**src/rtl/rdsps_pkg.sv**
```systemverilog
// Package for the RDS program service name segment voter.
// Holds the beat types, register indexes, quality constants and small helper functions.
// No dependencies; used by rds_ps_name_segment_vote.
package rdsps_pkg;

    // Fixed segment layout of the eight-character name.
    localparam int SEG_COUNT  = 4;
    localparam int SEG_W      = 2;
    localparam int CHAR_W     = 8;
    localparam int SEG_DATA_W = 2 * CHAR_W;
    localparam int TIME_W     = 32;
    localparam int THR_W      = 4;
    localparam int QUAL_W     = 7;
    localparam int CFG_DATA_W = 32;
    localparam int CFG_IDX_W  = 2;

    // Configuration register indexes.
    localparam logic [CFG_IDX_W-1:0] CFG_COMMIT_THR = 2'd0;
    localparam logic [CFG_IDX_W-1:0] CFG_CHANGE_THR = 2'd1;
    localparam logic [CFG_IDX_W-1:0] CFG_MIN_QUAL   = 2'd2;
    localparam logic [CFG_IDX_W-1:0] CFG_FRESH_MS   = 2'd3;

    // Register reset values.
    localparam logic [THR_W-1:0]      RST_COMMIT_THR = 4'd3;
    localparam logic [THR_W-1:0]      RST_CHANGE_THR = 4'd4;
    localparam logic [QUAL_W-1:0]     RST_MIN_QUAL   = 7'd30;
    localparam logic [CFG_DATA_W-1:0] RST_FRESH_MS   = 32'd4000;

    // Group quality terms.
    localparam int QUAL_BASE    = 30;
    localparam int SNR_CAP      = 60;
    localparam int SNR_CAP_DB   = 20;
    localparam int SNR_GAIN     = 3;
    localparam int ERR_MAX_GAIN = 18;
    localparam int ERR_SUM_GAIN = 4;
    localparam int QUAL_MAX     = 100;

    // Block acceptance and group type.
    localparam logic [1:0] ERR_GOOD_MAX = 2'd1;
    localparam logic [3:0] GTYPE_PS     = 4'd0;

    // Printable character range and its substitute.
    localparam logic [CHAR_W-1:0] CHAR_LO    = 8'h20;
    localparam logic [CHAR_W-1:0] CHAR_HI    = 8'h7E;
    localparam logic [CHAR_W-1:0] CHAR_SPACE = 8'h20;

    // Margin a vote winner needs over the runner-up.
    localparam int VOTE_MARGIN = 2;

    // One decoded RDS group.
    typedef struct packed {
        logic [3:0]            group_type;
        logic [1:0]            err_a;
        logic [1:0]            err_b;
        logic [1:0]            err_c;
        logic [1:0]            err_d;
        logic [15:0]           word_b;
        logic [15:0]           word_d;
        logic [6:0]            snr_db;
        logic [TIME_W-1:0]     time_ms;
    } t_in_beat;

    // Result of one group.
    typedef struct packed {
        logic                  group_used;
        logic                  name_ready;
        logic [63:0]           name_text;
    } t_out_beat;

    // Replace a non-printable byte by a space.
    function automatic logic [CHAR_W-1:0] clean_char(input logic [CHAR_W-1:0] b);
        return (b >= CHAR_LO && b <= CHAR_HI) ? b : CHAR_SPACE;
    endfunction

    function automatic logic [TIME_W-1:0] max2(input logic [TIME_W-1:0] a,
                                              input logic [TIME_W-1:0] b);
        return (a > b) ? a : b;
    endfunction

    function automatic logic [TIME_W-1:0] min2(input logic [TIME_W-1:0] a,
                                              input logic [TIME_W-1:0] b);
        return (a < b) ? a : b;
    endfunction

endpackage

```
**src/rtl/rds_ps_name_segment_vote.sv**
```systemverilog
// RDS program service name segment voter, top level.
// Depends on rdsps_pkg for beat types, register indexes and constants.
// Accepted groups are registered, voted and reported from a result register.

// The block accepts one decoded RDS group per clock cycle while not stalled and returns
// exactly one result beat per group via the input, then the result register. Quality
// gating, the five-sample majority vote of the addressed segment, the commit decision
// and the freshness check are all combinational between the two registers; the segment
// state is updated with the result register, so a group for the same segment can follow
// directly. The input side stalls only while a result waits and the output side stalls.
// Configuration writes are always taken and should be made while no group is in flight.
// The vote window is undefined after reset; only entries already written are voted.
module rds_ps_name_segment_vote #(
    parameter int VOTE_DEPTH = 5
) (
    input  logic                                i_clk,
    input  logic                                i_rst_n,
    // Group input channel.
    input  logic                                i_in_valid,
    output logic                                o_in_stall,
    input  rdsps_pkg::t_in_beat                 i_in_data,
    // Result output channel.
    output logic                                o_out_valid,
    input  logic                                i_out_stall,
    output rdsps_pkg::t_out_beat                o_out_data,
    // Configuration write channel.
    input  logic                                i_cfg_valid,
    output logic                                o_cfg_ready,
    input  logic [rdsps_pkg::CFG_IDX_W-1:0]     i_cfg_index,
    input  logic [rdsps_pkg::CFG_DATA_W-1:0]    i_cfg_data
);

    localparam int CNT_W  = $clog2(VOTE_DEPTH + 1);
    localparam int SLOT_W = $clog2(VOTE_DEPTH);
    localparam int CMP_W  = ((CNT_W > rdsps_pkg::THR_W) ? CNT_W : rdsps_pkg::THR_W) + 1;
    localparam int SEGS   = rdsps_pkg::SEG_COUNT;
    localparam int SDW    = rdsps_pkg::SEG_DATA_W;
    localparam int TW     = rdsps_pkg::TIME_W;

    // Configuration registers.
    logic [rdsps_pkg::THR_W-1:0]      r_commit_thr;
    logic [rdsps_pkg::THR_W-1:0]      r_change_thr;
    logic [rdsps_pkg::QUAL_W-1:0]     r_min_qual;
    logic [rdsps_pkg::CFG_DATA_W-1:0] r_fresh_ms;

    // Pipeline registers.
    logic                   r_in_valid;
    rdsps_pkg::t_in_beat    r_in;
    logic                   r_out_valid;
    rdsps_pkg::t_out_beat   r_out;
    rdsps_pkg::t_out_beat   n_out;

    // Segment state.
    logic [SDW-1:0]    r_win [SEGS][VOTE_DEPTH];
    logic [CNT_W-1:0]  r_fill [SEGS];
    logic [SLOT_W-1:0] r_slot [SEGS];
    logic [SEGS-1:0]   r_committed;
    logic [SDW-1:0]    r_value [SEGS];
    logic [TW-1:0]     r_ctime [SEGS];

    logic [CNT_W-1:0]  n_fill;
    logic [SLOT_W-1:0] n_slot;
    logic [SEGS-1:0]   n_committed;

    // Handshake and datapath signals.
    logic                            advance;
    logic                            accept_in;
    logic [6:0]                      snr_term;
    logic [1:0]                      err_max;
    logic [3:0]                      err_sum;
    logic [9:0]                      qual_raw;
    logic [rdsps_pkg::QUAL_W-1:0]    qual;
    logic                            use_group;
    logic [SDW-1:0]                  sample;
    logic [rdsps_pkg::SEG_W-1:0]     seg;
    logic [SDW-1:0]                  row [VOTE_DEPTH];
    logic [VOTE_DEPTH-1:0]           live;
    logic [CNT_W-1:0]                cnt [VOTE_DEPTH];
    logic [CNT_W-1:0]                win_cnt;
    logic [CNT_W-1:0]                run_cnt;
    logic [SDW-1:0]                  winner;
    logic [CMP_W-1:0]                win_cmp;
    logic [CMP_W-1:0]                run_cmp;
    logic                            commit_ok;
    logic                            do_commit;
    logic [TW-1:0]                   t_new [SEGS];
    logic [TW-1:0]                   mx_keep;
    logic [TW-1:0]                   mn_keep;
    logic [TW-1:0]                   mx_new;
    logic [TW-1:0]                   mn_new;
    logic                            ready_keep;
    logic                            ready_new;

    // Flow control: the result register is free when empty or being drained.
    assign advance     = r_in_valid && !(r_out_valid && i_out_stall);
    assign o_in_stall  = r_in_valid && r_out_valid && i_out_stall;
    assign accept_in   = i_in_valid && !o_in_stall;
    assign o_out_valid = r_out_valid;
    assign o_out_data  = r_out;
    assign o_cfg_ready = 1'b1;

    // Group quality and gating.
    always_comb begin
        snr_term = (r_in.snr_db >= 7'(rdsps_pkg::SNR_CAP_DB)) ? 7'(rdsps_pkg::SNR_CAP)
                                                              : 7'(r_in.snr_db * 7'(rdsps_pkg::SNR_GAIN));
        err_max = r_in.err_a;
        if (r_in.err_b > err_max) err_max = r_in.err_b;
        if (r_in.err_c > err_max) err_max = r_in.err_c;
        if (r_in.err_d > err_max) err_max = r_in.err_d;
        err_sum = 4'(r_in.err_a) + 4'(r_in.err_b) + 4'(r_in.err_c) + 4'(r_in.err_d);
        qual_raw = 10'(rdsps_pkg::QUAL_BASE) + 10'(snr_term)
                 - 10'(rdsps_pkg::ERR_MAX_GAIN * err_max)
                 - 10'(rdsps_pkg::ERR_SUM_GAIN * err_sum);
        if (qual_raw[9]) begin
            qual = '0;
        end else if (qual_raw > 10'(rdsps_pkg::QUAL_MAX)) begin
            qual = 7'(rdsps_pkg::QUAL_MAX);
        end else begin
            qual = qual_raw[6:0];
        end
        use_group = (r_in.group_type == rdsps_pkg::GTYPE_PS)
                 && (r_in.err_b <= rdsps_pkg::ERR_GOOD_MAX)
                 && (r_in.err_d <= rdsps_pkg::ERR_GOOD_MAX)
                 && (qual >= r_min_qual);
        sample = {rdsps_pkg::clean_char(r_in.word_d[15:8]),
                  rdsps_pkg::clean_char(r_in.word_d[7:0])};
        seg = r_in.word_b[rdsps_pkg::SEG_W-1:0];
    end

    // Window of the addressed segment with the new sample already in place.
    always_comb begin
        n_fill = (r_fill[seg] < CNT_W'(VOTE_DEPTH)) ? r_fill[seg] + CNT_W'(1) : r_fill[seg];
        n_slot = (r_slot[seg] == SLOT_W'(VOTE_DEPTH - 1)) ? '0 : r_slot[seg] + SLOT_W'(1);
        for (int k = 0; k < VOTE_DEPTH; k++) begin
            row[k]  = (r_slot[seg] == SLOT_W'(k)) ? sample : r_win[seg][k];
            live[k] = CNT_W'(k) < n_fill;
        end
    end

    // Match count of every window entry.
    always_comb begin
        for (int i = 0; i < VOTE_DEPTH; i++) begin
            cnt[i] = '0;
            for (int j = 0; j < VOTE_DEPTH; j++) begin
                if (live[j] && row[j] == row[i]) cnt[i] = cnt[i] + CNT_W'(1);
            end
        end
    end

    // Winner scan in storage order; ties go to the current segment value.
    always_comb begin
        win_cnt = '0;
        run_cnt = '0;
        winner  = '0;
        for (int i = 0; i < VOTE_DEPTH; i++) begin
            if (live[i]) begin
                if (cnt[i] > win_cnt || (cnt[i] == win_cnt && row[i] == r_value[seg])) begin
                    run_cnt = win_cnt;
                    win_cnt = cnt[i];
                    winner  = row[i];
                end else if (cnt[i] > run_cnt && row[i] != winner) begin
                    run_cnt = cnt[i];
                end
            end
        end
    end

    // Commit decision with hysteresis.
    always_comb begin
        win_cmp = CMP_W'(win_cnt);
        run_cmp = CMP_W'(run_cnt) + CMP_W'(rdsps_pkg::VOTE_MARGIN);
        if (r_committed[seg]) begin
            if (winner == r_value[seg]) begin
                commit_ok = win_cmp >= CMP_W'(r_commit_thr);
            end else begin
                commit_ok = (win_cmp >= CMP_W'(r_change_thr)) && (win_cmp >= run_cmp);
            end
        end else begin
            commit_ok = (win_cmp >= CMP_W'(r_commit_thr)) && (win_cmp >= run_cmp);
        end
        do_commit = use_group && commit_ok;
    end

    // Freshness for both outcomes, worked out alongside the vote.
    always_comb begin
        for (int s = 0; s < SEGS; s++) begin
            t_new[s] = (seg == rdsps_pkg::SEG_W'(s)) ? r_in.time_ms : r_ctime[s];
        end
        mx_keep = rdsps_pkg::max2(rdsps_pkg::max2(r_ctime[0], r_ctime[1]),
                                  rdsps_pkg::max2(r_ctime[2], r_ctime[3]));
        mn_keep = rdsps_pkg::min2(rdsps_pkg::min2(r_ctime[0], r_ctime[1]),
                                  rdsps_pkg::min2(r_ctime[2], r_ctime[3]));
        mx_new  = rdsps_pkg::max2(rdsps_pkg::max2(t_new[0], t_new[1]),
                                  rdsps_pkg::max2(t_new[2], t_new[3]));
        mn_new  = rdsps_pkg::min2(rdsps_pkg::min2(t_new[0], t_new[1]),
                                  rdsps_pkg::min2(t_new[2], t_new[3]));
        n_committed = r_committed;
        n_committed[seg] = 1'b1;
        ready_keep = (&r_committed) && ((mx_keep - mn_keep) <= r_fresh_ms)
                  && ((r_in.time_ms - mx_keep) <= r_fresh_ms);
        ready_new  = (&n_committed) && ((mx_new - mn_new) <= r_fresh_ms)
                  && ((r_in.time_ms - mx_new) <= r_fresh_ms);
    end

    // Result beat built from the state as it stands after this group.
    always_comb begin
        n_out.group_used = use_group;
        n_out.name_ready = do_commit ? ready_new : ready_keep;
        for (int s = 0; s < SEGS; s++) begin
            if (do_commit && seg == rdsps_pkg::SEG_W'(s)) begin
                n_out.name_text[(SEGS-1-s)*SDW +: SDW] = winner;
            end else if (r_committed[s]) begin
                n_out.name_text[(SEGS-1-s)*SDW +: SDW] = r_value[s];
            end else begin
                n_out.name_text[(SEGS-1-s)*SDW +: SDW] = '0;
            end
        end
    end

    // Handshake control registers.
    always_ff @(posedge i_clk) begin
        if (!i_rst_n) begin
            r_in_valid  <= 1'b0;
            r_out_valid <= 1'b0;
        end else begin
            if (accept_in) begin
                r_in_valid <= 1'b1;
            end else if (advance) begin
                r_in_valid <= 1'b0;
            end
            if (advance) begin
                r_out_valid <= 1'b1;
            end else if (!i_out_stall) begin
                r_out_valid <= 1'b0;
            end
        end
    end

    // Payload registers.
    always_ff @(posedge i_clk) begin
        if (accept_in) r_in <= i_in_data;
        if (advance) r_out <= n_out;
    end

    // Configuration registers.
    always_ff @(posedge i_clk) begin
        if (!i_rst_n) begin
            r_commit_thr <= rdsps_pkg::RST_COMMIT_THR;
            r_change_thr <= rdsps_pkg::RST_CHANGE_THR;
            r_min_qual   <= rdsps_pkg::RST_MIN_QUAL;
            r_fresh_ms   <= rdsps_pkg::RST_FRESH_MS;
        end else if (i_cfg_valid) begin
            case (i_cfg_index)
                rdsps_pkg::CFG_COMMIT_THR: r_commit_thr <= i_cfg_data[rdsps_pkg::THR_W-1:0];
                rdsps_pkg::CFG_CHANGE_THR: r_change_thr <= i_cfg_data[rdsps_pkg::THR_W-1:0];
                rdsps_pkg::CFG_MIN_QUAL:   r_min_qual   <= i_cfg_data[rdsps_pkg::QUAL_W-1:0];
                rdsps_pkg::CFG_FRESH_MS:   r_fresh_ms   <= i_cfg_data;
                default: begin
                end
            endcase
        end
    end

    // Segment control state and committed values.
    always_ff @(posedge i_clk) begin
        if (!i_rst_n) begin
            r_committed <= '0;
            for (int s = 0; s < SEGS; s++) begin
                r_fill[s]  <= '0;
                r_slot[s]  <= '0;
                r_value[s] <= '0;
                r_ctime[s] <= '0;
            end
        end else if (advance && use_group) begin
            r_fill[seg] <= n_fill;
            r_slot[seg] <= n_slot;
            if (do_commit) begin
                r_committed[seg] <= 1'b1;
                r_value[seg]     <= winner;
                r_ctime[seg]     <= r_in.time_ms;
            end
        end
    end

    // Vote window samples, written at the segment's ring slot.
    always_ff @(posedge i_clk) begin
        if (advance && use_group) begin
            r_win[seg][r_slot[seg]] <= sample;
        end
    end

endmodule
```
**config.mk**
```make
export PLATFORM = sky130hd
export DESIGN_NAME = rds_ps_name_segment_vote
export DESIGN_NICKNAME = d
export VERILOG_FILES = /design/src/rtl/rdsps_pkg.sv /design/src/rtl/rds_ps_name_segment_vote.sv
export SDC_FILE = /design/constraint.sdc
export NUM_CORES = 2
export LEC_CHECK = 0
export BUFFER_PORTS_ARGS = -buffer_cell sky130_fd_sc_hd__buf_4
export CORE_MARGIN = 4
export CORE_UTILIZATION = 50
export DETAILED_ROUTE_END_ITERATION = 7
export MAX_ROUTING_LAYER = met4
export PLACE_DENSITY = 0.66
export SLEW_MARGIN = 30
export SYNTH_ARGS = -nofsm -noshare
export SYNTH_HDL_FRONTEND = slang
export SYNTH_SLANG_ARGS = --single-unit
```
**constraint.sdc**
```tcl
create_clock -name i_clk -period 57.2 [get_ports i_clk]
set_clock_uncertainty 0.05 [all_clocks]
set_input_delay 5.72 -clock i_clk [delete_from_list [all_inputs] [get_ports i_clk]]
set_output_delay 5.72 -clock i_clk [all_outputs]
set_load 0.1 [all_outputs]
```
==> results.yml <==
routing:
  antenna_violating_nets_post_route: 0
  detail_route.wirelength_um: 188000
  dr.pass1.iters: 8
  drt-initial-drc-count: 4550
  vias: 47268
  routed_via_density: 6.13
  routed_wire_per_std_cell_um: 24.4
  route.detailed.drc: 0
power:
  pwr-share-comb_pct: 49.6
  sequentialPowerShare_pct: 26.9
  power_density_mw_per_mm2: 34.5
  cellLeakagePower_nw: 27.3
  cellInternalPower_mw: 1.33
  max-vdd-ir-drop_mv: 0.0376
  switchingPower_uw: 920
  netSwitchingFraction_pct: 40.9
  power.clock.fraction_pct: 23.5
worst_setup_path:
  critical_path_arrival_ns: 19.47
  cp-end-kind: "register"
  slowest_delay_ns: 0.73
  cp_max_fo: 40
  critical_path_class: "reg2reg"
  crit_path_frequent_cell: "sky130_fd_sc_hd__ha_1"
  critPathSlowestCell: "sky130_fd_sc_hd__o21ai_4"
  cp.required_ns: 57.43
  worstSetupStartpointType: "register"
run_status:
  status: "complete, no violations"
yosys:
  synth_ff_type: "sky130_fd_sc_hd__edfxtp_1"
  syn_area_mm2: 0.0591
  syn-instance-count: 5947
  synth_enable_flop_cells: 671
  yosys_warnings: 0
  yosys_register_bits: 726
  synth.avg_cell_area_um2: 9.94
  synthArstFlopShare_pct: 0
  synth_cell_types: 107
  synth_seq_area_share_pct: 35.9
floorplanning:
  rows: 125
  die_height_um: 352
  initial_core_util_pct: 50.6
  io-pin-count: 191
  coreArea_mm2: 0.117
  die_width_um: 352
  fp.dieArea_mm2: 0.124
placed_design:
  port-buffer-count: 175
  pre_cts_slack_ns: 38.64
  routabilityCongestion: 1.01
  hpwlAfterDp_um: 143000
sta:
  finalHoldViolCount: 0
  final-setup-viol-count: 0
  finalSetupTns_ns: 0
  max_slew_margin_vs_limit_pct: 22.5
  tightestPinTransition_ns: 1.15
  post-route-min-period_ns: 19.24
  rsz_0062_raised_after_global_routing: "no"
  hold_slack_final_ns: 0.412
  fin_crit_sh_pct: 33.6
  final_max_slew_viol_count: 0
  timing.fmax_ghz: 0.0520
  postLayoutSetupSlackWorst_ns: 37.96
clock_network:
  cts_tree: "yes"
  cts_inserted_buffers: 81
  cts_htree_levels: 3
  postCtsSetupBuffers: 0
  cts_buffer_depth: 3
  clock_latency_ns: 0.69
  clkSinkCount: 726
  clk_pin_slew_worst_paths_ns: 0.06
  cts.repair.resized: 0
  clk_root_buffer_cell: "sky130_fd_sc_hd__clkbuf_16"
  post_cts_hold_buffer_count: 0
layout:
  area_growth_pct: 10.3
  postLayoutCoreUtil_pct: 55.8
  layout-drive-gt1-share_pct: 12.4
  final_net_count: 6862
global_routing:
  grt_pass1_vias: 46234
  grt_antenna_before_repair: 2
  grt_first_pass_wirelength_um: 280000
  grt_start_max_net_pins: 68
  gr-usage-all-layers_pct: 30.7
  grt.overflow.total: 0
flow_run:
  drv_cap: 0
min_path:
  hold_crit_path_type: "reg2reg"
[Yosys cell counts (47+ instances only)]
cell type	number	area share [%]
sky130_fd_sc_hd__xnor2_1	266	3.9
sky130_fd_sc_hd__mux2i_1	323	5.5
sky130_fd_sc_hd__a21o_1	95	1.2
sky130_fd_sc_hd__edfxtp_1	671	34
sky130_fd_sc_hd__nor2b_1	150	1.6
sky130_fd_sc_hd__dfxtp_1	55	1.9
sky130_fd_sc_hd__o21a_1	47	0.60
sky130_fd_sc_hd__nand2b_1	101	1.1
sky130_fd_sc_hd__nand4_1	130	1.4
sky130_fd_sc_hd__xor2_1	163	2.4
sky130_fd_sc_hd__o21ai_0	220	1.9
sky130_fd_sc_hd__a21boi_0	50	0.63
sky130_fd_sc_hd__nand3_1	97	0.82
sky130_fd_sc_hd__clkbuf_1	155	0.98
sky130_fd_sc_hd__mux2_2	116	2.2
sky130_fd_sc_hd__inv_1	466	3.0
sky130_fd_sc_hd__nor4_1	63	0.67
sky130_fd_sc_hd__and2_1	144	1.5
sky130_fd_sc_hd__nor3_1	98	0.83
sky130_fd_sc_hd__ha_1	608	13
sky130_fd_sc_hd__mux4_2	103	3.9
sky130_fd_sc_hd__nor2_1	453	2.9
sky130_fd_sc_hd__a21oi_1	433	3.7
sky130_fd_sc_hd__nand2_1	328	2.1
[critical path: cells and delay by family, from the launching register on]
| kind | cells | cell delay [ns] |
|---|---|---|
| simple gates | 28 | 6.67 |
| fa+ha+maj | 8 | 2.43 |
| buf+inv | 11 | 3.30 |
| flops | 1 | 0.57 |
| mux | 2 | 0.76 |
| compound gates | 14 | 4.10 |
| xor+xnor | 4 | 0.90 |
[power groups by stage]
stage | Clock (mW) | Combinational (mW) | Sequential (mW)
after CTS | 0.536 | 1.10 | 0.605
after global placement | 0 | 1.07 | 0.615
final | 0.527 | 1.12 | 0.605
after floorplan | 0 | 0.794 | 0.620
after global routing | 0.558 | 1.23 | 0.606
after detailed placement | 0 | 1.09 | 0.616
[registers in the layout, indices dropped and copies added, names as in the netlist, named ones only]
register	flops
r_fresh_ms	32
o_out_data	66
r_value	64
r_in	69
r_committed	4
r_win	320
r_ctime	128
r_in_valid	1
o_out_valid	1
r_change_thr	4
r_commit_thr	4
r_slot	12
r_fill	12
r_min_qual	7
[logic make-up after synthesis]
kind of cell               synth area share (%)
AOI/OAI and AO/OA                          12.9
muxes                                      12.2
and+or+nand+nor                            14.3
buffers and inverters                      4.94
other                                    0.0127
xor gates and xnor gates                   6.42
DFF                                        35.9
adders and majority gates                  13.2
[placed cells by master, fill, tap and decap left out, types with 96 or more instances in the layout]
master / n
sky130_fd_sc_hd__edfxtp_1: 671
sky130_fd_sc_hd__ha_1: 608
sky130_fd_sc_hd__inv_1: 464
sky130_fd_sc_hd__nor2_1: 453
sky130_fd_sc_hd__a21oi_1: 429
sky130_fd_sc_hd__nand2_1: 325
sky130_fd_sc_hd__mux2i_1: 321
sky130_fd_sc_hd__buf_4: 299
sky130_fd_sc_hd__xnor2_1: 266
sky130_fd_sc_hd__o21ai_0: 209
sky130_fd_sc_hd__xor2_1: 163
sky130_fd_sc_hd__nor2b_1: 149
sky130_fd_sc_hd__and2_1: 144
sky130_fd_sc_hd__nand4_1: 130
sky130_fd_sc_hd__mux2_2: 116
sky130_fd_sc_hd__mux4_2: 103
sky130_fd_sc_hd__nand2b_1: 99
sky130_fd_sc_hd__nor3_1: 97
sky130_fd_sc_hd__nand3_1: 96
[layout make-up]
type                    instances  area (um^2)
well taps                    1524         1910
clock inverters                54          593
fillers                     10165        51600
flip-flops and latches        726        21300
clock buffers                  93         2070
diodes                          2         5.00
multi-input cells            4535        35300
repair buffers                300         2250
inverters                     477         1790
[routing by layer]
| layer | track usage, % | vias up | wire, um |
|---|---|---|---|
| met4 | 13.6 | 0 | 9890 |
| met5 | - | - | 0 |
| met3 | 4.27 | 545 | 14500 |
| met2 | 48.7 | 2002 | 86000 |
| li1 | - | 22011 | - |
| met1 | 39.3 | 22710 | 78000 |
[through the flow]
step                power [mW]  instance area (um^2)  instances
finish                    2.25                 65200       7711
global route              2.39                 65200       7709
CTS                       2.24                 65200       7708
detailed placement        1.71                 62500       7561
global placement          1.68                 62500       7561
floorplan                 1.41                 59300       5989
[final timing paths]
kind / start / endpoint / slack, ns / depth (start not counted)
max: register / r_ctime[1][2] / 37.96 / 67
min: r_min_qual[6] / r_min_qual[6] / 0.41 / 2
max reg2reg: register / r_ctime[1][2] / 37.96 / 67
min reg2reg: r_min_qual[6] / r_min_qual[6] / 0.41 / 2
Power figures use the tool's default switching activity.
